[config.mk]
export PLATFORM = sky130hd
export DESIGN_NAME = first_window_local_minimum
export DESIGN_NICKNAME = d
export VERILOG_FILES = /design/src/rtl/fwlm_pkg.sv /design/src/rtl/first_window_local_minimum.sv
export SDC_FILE = /design/constraint.sdc
export NUM_CORES = 2
export LEC_CHECK = 0
export BUFFER_PORTS_ARGS = -buffer_cell sky130_fd_sc_hd__buf_2
export CAP_MARGIN = 20
export CORE_ASPECT_RATIO = 0.6
export CORE_UTILIZATION = 65
export CTS_BUF_LIST = sky130_fd_sc_hd__clkbuf_16
export DETAILED_ROUTE_END_ITERATION = 16
export PLACE_DENSITY = 0.82
export RECOVER_POWER = 100
export SLEW_MARGIN = 5
export SYNTH_ARGS = -nofsm -noshare
export SYNTH_HDL_FRONTEND = slang
export SYNTH_SLANG_ARGS = --single-unit
[constraint.sdc]
create_clock -name clk -period 9 [get_ports clk]
set_input_delay 0.45 -clock clk [delete_from_list [all_inputs] [get_ports clk]]
set_output_delay 0.45 -clock clk [all_outputs]
set_load 0.01 [all_outputs]
[src/rtl/fwlm_pkg.sv]
`timescale 1ns / 1ps
// ----------------------------------------------------------------------------
// fwlm_pkg: shared types and constants of the first window local minimum block
// Request payload structs, field widths and configuration register indexes.
// ----------------------------------------------------------------------------
package fwlm_pkg;

  localparam int SAMPLE_BITS   = 30;
  localparam int INDEX_BITS    = 20;
  localparam int MAX_SPAN_DEF  = 7;
  localparam int SPAN_BITS     = 3;
  localparam int CFG_IDX_BITS  = 1;
  localparam int CFG_DATA_BITS = 3;

  // configuration register indexes
  localparam logic [CFG_IDX_BITS-1:0] CFG_BEFORE_DAYS = 1'd0;
  localparam logic [CFG_IDX_BITS-1:0] CFG_AFTER_DAYS  = 1'd1;

  typedef struct packed {
    logic [SAMPLE_BITS-1:0] sample;
    logic                   is_last;
  } fwlm_in_t;

  typedef struct packed {
    logic                  found;
    logic [INDEX_BITS-1:0] position;
  } fwlm_out_t;

endpackage

[src/rtl/first_window_local_minimum.sv]
`timescale 1ns / 1ps
// ----------------------------------------------------------------------------
// first_window_local_minimum: first local minimum over a sliding window
// Reports the 1-based position of the first sample that is not greater than
// its before_days predecessors and its after_days successors in a stream.
// ----------------------------------------------------------------------------
// Usage:
//   Input requests (in_valid/in_ready, in_data) carry one sample and a last
//   marker. At most one result request per stream leaves on out_valid/
//   out_ready/out_data: found=1 with the position as soon as a candidate is
//   confirmed, or found=0 at the last sample when none qualified.
//   The configuration port (cfg_we, cfg_index, cfg_wdata) sets before_days
//   and after_days; write it only while the block is idle. Values above
//   MAX_SPAN act as MAX_SPAN.
//   Throughput: one sample per cycle while the receiver does not stall.
//   A result request is registered: its sample sits in the input
//   register, then the result register loads the request from it, and
//   the window compares sit in the one stage between them.
//   When the receiver stalls, the result register holds its request and the
//   input register fills; in_ready then drops until the result is taken.
//   Reset (rst_n low, synchronous) empties the window, clears the sample
//   count and the answered flag and sets both spans to zero. The block takes
//   samples from the first cycle after reset; no clearing pass is needed.
//   After each last sample the stream state clears for the next stream.
// ----------------------------------------------------------------------------
module first_window_local_minimum #(
  parameter int MAX_SPAN = fwlm_pkg::MAX_SPAN_DEF
) (
  input  logic                               clk,
  input  logic                               rst_n,
  input  logic                               in_valid,
  output logic                               in_ready,
  input  fwlm_pkg::fwlm_in_t                 in_data,
  output logic                               out_valid,
  input  logic                               out_ready,
  output fwlm_pkg::fwlm_out_t                out_data,
  input  logic                               cfg_we,
  input  logic [fwlm_pkg::CFG_IDX_BITS-1:0]  cfg_index,
  input  logic [fwlm_pkg::CFG_DATA_BITS-1:0] cfg_wdata
);

  localparam int SB = fwlm_pkg::SAMPLE_BITS;
  localparam int IB = fwlm_pkg::INDEX_BITS;
  localparam int SW = fwlm_pkg::SPAN_BITS;

  // configuration
  logic [SW-1:0] before_r, after_r;
  logic [SW-1:0] span_x, span_y;

  // input register
  logic               in_valid_r;
  fwlm_pkg::fwlm_in_t in_r;

  // window: entry 0 is the newest stored sample
  logic [SB-1:0]       win_r   [MAX_SPAN];
  logic [SB-1:0]       win_nxt [MAX_SPAN];
  logic [MAX_SPAN-1:0] vld_r, vld_nxt;
  logic [MAX_SPAN-1:0] mark_r, mark_nxt;
  logic [IB-1:0]       count_r, count_nxt;
  logic                answered_r, answered_nxt;

  // result register
  logic                out_valid_r, out_valid_nxt;
  fwlm_pkg::fwlm_out_t out_r, out_nxt;

  // window after the shift, the incoming sample at entry 0
  logic [SB-1:0]     sw      [MAX_SPAN+1];
  logic [MAX_SPAN:0] sv, sm, cand;
  logic              s2_go, before_ok, hit, emit;
  logic [SW+2:0]     sel;
  logic [IB-1:0]     count_inc;

  assign s2_go    = in_valid_r && (!out_valid_r || out_ready);
  assign in_ready = !in_valid_r || s2_go;

  // saturate the spans at the window size
  assign span_x = (before_r > MAX_SPAN) ? SW'(MAX_SPAN) : before_r;
  assign span_y = (after_r > MAX_SPAN) ? SW'(MAX_SPAN) : after_r;

  // count the sample, stopping at the top of the position range
  assign count_inc = (count_r == {IB{1'b1}}) ? count_r : count_r + IB'(1);

  always_comb begin
    sw[0] = in_r.sample;
    sv[0] = 1'b1;
    for (int k = 1; k <= MAX_SPAN; k++) begin
      sw[k] = win_r[k-1];
      sv[k] = vld_r[k-1];
      sm[k] = mark_r[k-1];
    end

    // before-condition of the new sample against up to span_x predecessors
    before_ok = 1'b1;
    for (int k = 1; k <= MAX_SPAN; k++) begin
      if (k <= span_x && sv[k] && (sw[0] > sw[k])) before_ok = 1'b0;
    end
    sm[0] = before_ok;

    // candidate of age d: marked and not greater than any newer sample
    for (int d = 0; d <= MAX_SPAN; d++) begin
      cand[d] = sv[d] && sm[d];
      for (int k = 0; k < d; k++) begin
        if (sv[k] && (sw[d] > sw[k])) cand[d] = 1'b0;
      end
    end

    // oldest qualifying age wins; only age span_y unless the stream ends
    hit = 1'b0;
    sel = '0;
    for (int d = 0; d <= MAX_SPAN; d++) begin
      if (cand[d] && d <= span_y && (in_r.is_last || d == span_y)) begin
        hit = 1'b1;
        sel = (SW+3)'(d);
      end
    end
  end

  assign emit = !answered_r && (hit || in_r.is_last);

  // next window, count and answered flag
  always_comb begin
    for (int k = 0; k < MAX_SPAN; k++) win_nxt[k] = win_r[k];
    vld_nxt      = vld_r;
    mark_nxt     = mark_r;
    count_nxt    = count_r;
    answered_nxt = answered_r;
    if (s2_go) begin
      for (int k = 0; k < MAX_SPAN; k++) begin
        win_nxt[k]  = sw[k];
        vld_nxt[k]  = sv[k];
        mark_nxt[k] = sm[k];
      end
      count_nxt    = count_inc;
      answered_nxt = answered_r || hit;
      if (in_r.is_last) begin
        // drop the stream state for the next stream
        vld_nxt      = '0;
        mark_nxt     = '0;
        count_nxt    = '0;
        answered_nxt = 1'b0;
      end
    end
  end

  // next result request
  always_comb begin
    out_valid_nxt = out_valid_r && !out_ready;
    out_nxt       = out_r;
    if (s2_go && emit) begin
      out_valid_nxt = 1'b1;
      out_nxt.found = hit;
      if (!hit) begin
        out_nxt.position = '0;
      end else if (count_inc >= sel) begin
        out_nxt.position = count_inc - IB'(sel);
      end else begin
        out_nxt.position = '0;
      end
    end
  end

  always_ff @(posedge clk) begin
    if (!rst_n) begin
      before_r    <= '0;
      after_r     <= '0;
      in_valid_r  <= 1'b0;
      vld_r       <= '0;
      mark_r      <= '0;
      count_r     <= '0;
      answered_r  <= 1'b0;
      out_valid_r <= 1'b0;
    end else begin
      if (cfg_we) begin
        unique case (cfg_index)
          fwlm_pkg::CFG_BEFORE_DAYS: before_r <= cfg_wdata;
          fwlm_pkg::CFG_AFTER_DAYS:  after_r  <= cfg_wdata;
          default: ;
        endcase
      end
      if (in_ready) in_valid_r <= in_valid;
      vld_r       <= vld_nxt;
      mark_r      <= mark_nxt;
      count_r     <= count_nxt;
      answered_r  <= answered_nxt;
      out_valid_r <= out_valid_nxt;
    end
  end

  // payload registers, no reset
  always_ff @(posedge clk) begin
    if (in_ready && in_valid) in_r <= in_data;
    for (int k = 0; k < MAX_SPAN; k++) win_r[k] <= win_nxt[k];
    out_r <= out_nxt;
  end

  assign out_valid = out_valid_r;
  assign out_data  = out_r;

`ifndef SYNTH
  // the input side only stalls behind a held result
  a_stall_cause: assert property (@(posedge clk) disable iff (!rst_n)
    !in_ready |-> (out_valid_r && !out_ready && in_valid_r))
    else $error("in_ready low without a stalled result");

  // a last sample leaves an empty stream behind
  a_last_clears: assert property (@(posedge clk) disable iff (!rst_n)
    (s2_go && in_r.is_last) |=> (count_r == '0 && !answered_r && vld_r == '0))
    else $error("stream state not cleared after last sample");

  // found results carry a 1-based position, not-found results carry zero
  a_position: assert property (@(posedge clk) disable iff (!rst_n)
    out_valid_r |-> (out_r.found ? (out_r.position != '0) : (out_r.position == '0)))
    else $error("result position inconsistent with found");

  // an answered stream raises no further result
  a_once: assert property (@(posedge clk) disable iff (!rst_n)
    (s2_go && answered_r) |=> !out_valid_r)
    else $error("second result for one stream");
`endif

endmodule
After elaboration in Yosys (flattened, before gate mapping)
Memories as Yosys holds them, arrays and structs flattened.
Index checks and enable logic that the tools add are counted.
- flip-flop bits (word level): 95
- bits in latches: 0
- bits in writable memories: 210
- bits in read-only memories: 0
- bits of input ports: 40
- output and inout port bits: 23
- logic and storage cells: 213
- memories kept: 1
- memory list (name ; depth ; width ; read ports ; clocked after memory_dff ; write ports ; RTL line ; RTL):
    win_r ; 7 ; 30 ; 7 ; 0 ; 7 ; first_window_local_minimum.sv:55 ; logic [SB-1:0] win_r [MAX_SPAN];
- $add $sub $neg: 2
- $mul: 0
- divide/modulo/power cells: 0
- magnitude comparators: 50
- eq/ne operators: 8
- shift-type cells: 0
- mux-type cells: 57
- bitwise gates (word level): 1
- reduce and logical (&&, ||, !) cells: 82
- operators by type and width (operator ; number):
    30-bit greater-than comparator ; 35
    210-bit 2-to-1 mux ; 1
    1-bit logical AND ; 62
    1-bit 2-to-1 mux ; 46
    20-bit 2-to-1 mux ; 2
    6-bit 2-to-1 mux ; 6
    3-bit <= comparator (first input constant) ; 8
    20-bit by 1-bit adder with 20-bit output (second input constant) ; 1
    20-bit == test (second input constant) ; 1
    20-bit by 6-bit >= comparator with 1-bit output ; 1
    20-bit by 6-bit subtractor with 20-bit output ; 1
    7-bit 2-to-1 mux ; 2
    3-bit == test (first input constant) ; 4
    2-bit by 3-bit <= comparator with 1-bit output (first input constant) ; 4
    1-bit logical OR ; 12
    2-bit by 3-bit == test with 1-bit output (first input constant) ; 2
    1-bit by 3-bit <= comparator with 1-bit output (first input constant) ; 2
    2-bit AND reduction ; 3
    1-bit logical NOT ; 4
    1-bit by 3-bit == test with 1-bit output (first input constant) ; 1
    3-bit logical NOT ; 1
    1-bit inverter ; 1

Logic depth before layout (Yosys ltp)
- depth in word-level cells: 23
- mapped depth: 22
- mapped depth without buffers: 22

Worst setup path before layout
OpenSTA, ideal clock, no wires.
- kind: in2reg
- start: input port out_ready
- end: register vld_r[0]
- library setup time: 133 ps
- data arrival time: 7950 ps
- required time: 8867 ps
- slack: 917 ps
- stages on the path: 7
- path buffers: 2
- cell sequence: nor2b_1 > nand2b_1 > clkbuf_1 > inv_1 > clkbuf_1 > a21boi_0 > a21boi_0
- longest elaborated chain between the ends: 2
- ends and longest elaborated chain (what ; RTL line ; RTL):
    start, declared ; first_window_local_minimum.sv:35 ; input logic out_ready,
    1-bit logical OR ; first_window_local_minimum.sv:73 ; assign s2_go = in_valid_r && (!out_valid_r || out_ready);
    1-bit logical AND ; first_window_local_minimum.sv:73 ;
    via s2_go ; first_window_local_minimum.sv:69 ; logic s2_go, before_ok, hit, emit;
    end signal, assigned ; first_window_local_minimum.sv:181 ; vld_r <= vld_nxt;
    end, declared ; first_window_local_minimum.sv:57 ; logic [MAX_SPAN-1:0] vld_r, vld_nxt;
The timed path passes the listed nets, and every way through them passes these cells.
A chain may end at the register's enable or synchronous reset.

==> reports/results.tsv <==
stage	metric	value	unit
setup_path	cp.required	9.36	ns
finish	n_antenna_cell	0	
clock_network	clk_path_buf_depth	3	
detailed_routing	vias	28400	
floorplan	coreArea	45300	µm²
status	violations	max-capacitance violations, max-slew violations	
setup_path	cp.arrival	8.20	ns
setup_path	worstPathCellList	clkbuf_1, inv_1, ha_1, a21oi_1, nor2_1, a2111oi_0, a311oi_1, a2111oi_0, o22ai_1, a2111oi_0, nor2_1, a21boi_0, fa_1, a21o_1, a211o_1, nor4_1, o2111a_1, a31oi_1, clkbuf_4, and2_0	
detailed_routing	first_iter_violations	4495	
setup_path	cp_max_fo	18	
finish	final_nets	4113	
clock_network	clkLatencyLatePin	0.65	ns
finish	multi_input_area	20300	µm²
timing	tightest_slew	4.89	ns
power	peakVddDrop	0.191	mV
clock_network	cts_resized	0	
grt	grtUsageMet3	18.8	%
detailed_routing	wl_per_cell	30.0	µm
setup_path	crit_path_top_delay_cell	a2111oi_0	
grt	grt_max_degree	120	
setup_path	startpoint_type	register	
detailed_routing	drt-pass1-iter-count	8	
timing	relSlewSlack	-226	%
clock_network	cts_setup_buffers	0	
place	dp_hpwl	93500	µm
synth	synthDistinctLibCells	76	
clock_network	root_buffer	clkbuf_16	
floorplan	die_h	169	µm
setup_path	critical_path.top_delay_family	compound AO/OA/AOI/OAI gates	
synth	netlist_instances	3139	
power	p_per_area	128	nW/µm²
finish	layout_common_cells	844 x ha_1, 321 x a21oi_1, 264 x inv_1, 262 x edfxtp_1, 216 x nand2_1	
synth	synthFlopType	edfxtp_1	
detailed_routing	drt-vias-per-instance	7.34	
run	max_cap_viol_count	4	
grt	grtUsageTotal	48.0	%
clock_network	cts.sinks	305	
clock_network	clk_pin_slew	0.07	ns
power	p_leak	0.0146	µW
clock_network	cts_buffers	31	
synth	synth_edf_count	262	
finish	n_fill_cell	3267	
grt	grt_use_met1	67.8	%
grt	busiest_layer	met1	
synth	syn_area	30200	µm²
timing	slew_violations	199	
detailed_routing	drc	0	
timing	finalClockSkew	0.0455	ns
detailed_routing	routed_wl	116000	µm
floorplan	die_w	280	µm
clock_network	cts_tree	built	
timing	clock.fmax	128	MHz
timing	finalSetupTns	0	ns
grt	grt_pass1_vias	27100	
grt	met2_usage	66.5	%
floorplan	rows	60	
timing	hold_ws	0.00517	ns
min_path	worstHoldPathType	input pin to register	
status	status	finished, violations left	
timing	period_share	87.0	%
finish	mostFrequentLayoutCell	ha_1	
floorplan	io-pin-count	63	
timing	final-hold-violation-count	0	
detailed_routing	antenna_left	0	
setup_path	cp_num_buf_inv	3	
synth	synth.yosys.seq_area_share	28.9	%
finish	seqCellArea	8730	µm²
timing	rsz0062_at_grt	no	
synth	postSynth.asyncResetShare	0	%
place	port_buffers	62	
floorplan	start_util	66.6	%
synth	yosysWarnings	0	
grt	grt_first_pass_wirelength	168000	µm
setup_path	slowest_delay	1.62	ns
synth	synth.avg_cell_area	9.61	µm²
setup_path	cpMostUsedCell	a2111oi_0	
finish	final_layout_size_suffix_gt1_share	3.51	%
floorplan	dieArea	47300	µm²
synth	syn-num-nets	4024	
place	gp_congestion	1.13	
timing	setup_viol	0	
grt	grt_overflow_total	0	
clock_network	ctsHtreeMaxLevel	1	
timing	finalCriticalPeriod	7.83	ns
setup_path	crit_type	register to register	
finish	syn2layout_area_growth	7.13	%
setup_path	endpoint_kind	register	
synth	ys_ff_latch	305	
grt	grt_antenna_before_repair	3	
clock_network	postCtsHoldBufs	0	
[worst paths after layout]
check                                            start                         to  slack, ns  cells past startpoint
worst max-delay path            win_r[3][11]$_DFFE_PP_  out_data[3]$_SDFFCE_PN0P_       1.17                     20
worst min-delay path                       in_data[10]         in_r[10]$_DFFE_PP_      0.005                      1
worst max register to register  win_r[3][11]$_DFFE_PP_  out_data[3]$_SDFFCE_PN0P_       1.17                     20
worst min register to register      in_r[21]$_DFFE_PP_     win_r[0][20]$_DFFE_PP_       0.45                      0
[layout make-up]
type,count,area share (%)
inverters,261,3.03
clock inverters,26,1.11
repair buffers,86,1.20
well taps,620,2.40
multi-input cells,2543,62.8
flip-flops and latches,305,27.0
clock buffers,31,2.40
[report_power, final]
part / switching, µW / internal [µW] / leakage, µW / total [µW]
clock network: 659 / 863 / 0.000555 / 1520
logic: 564 / 317 / 0.0112 / 881
registers: 125 / 1610 / 0.00281 / 1740
[registers in the layout, summed over array words and instances, names as in the netlist, 3 cells and up]
register and count:
count_r 20, after_r 3, before_r 3, out_data 21
in_r 31, win_r 210, vld_r 7, mark_r 7
[cell usage after synthesis (all sizes together), types with 12 or more instances]
library cell,count,share of area [%]
xnor2,17,0.49
nor3,53,0.91
nor2,123,1.5
o21a,16,0.40
and2,29,0.60
nand3,113,1.9
and4,16,0.46
nand2,216,2.7
inv,261,3.2
a31oi,23,0.48
edfxtp,262,26
a21oi,321,5.3
a21boi,25,0.63
and3,20,0.41
dfxtp,43,2.9
nand2b,29,0.60
nand4,153,3.2
o21ai,144,2.4
nor2b,50,1.0
ha,844,35
o211ai,20,0.51
a221oi,20,0.58
clkbuf,18,0.23
buf,12,0.21
a21o,64,1.6
a22oi,13,0.32
nor4,34,0.78
a211oi,34,0.85
o31ai,17,0.44
a2111oi,14,0.43
[metrics by stage]
step	instance area (µm²)	total power, µW	worst slack, ns	std cells	utilization, %
after floorplan	30200	2250	0.917	3139	-
after global placement	31300	2520	2.19	3810	69.1
after detailed placement	31300	2580	2.49	3813	69.1
after CTS	32400	4070	2.38	3870	71.6
after global routing	32300	4240	1.05	3872	71.4
final	32300	4140	1.17	3872	71.4
[kinds of logic after synthesis]
logic type | count (synthesis) | synth area share [%]
flops | 305 | 28.9
compound gates | 788 | 16.2
buf+inv | 291 | 3.68
xor+xnor | 27 | 0.784
fa+ha+maj | 845 | 35.1
simple gates | 873 | 15.0
mux | 10 | 0.340
[routing by layer]
metal	part of all wire, %	up-vias
met3	17	375
met1	40	13500
met5	0	-
li1	-	12300
met4	3.6	0
met2	39	2304
Note: power is estimated with default switching activity, not from simulation.
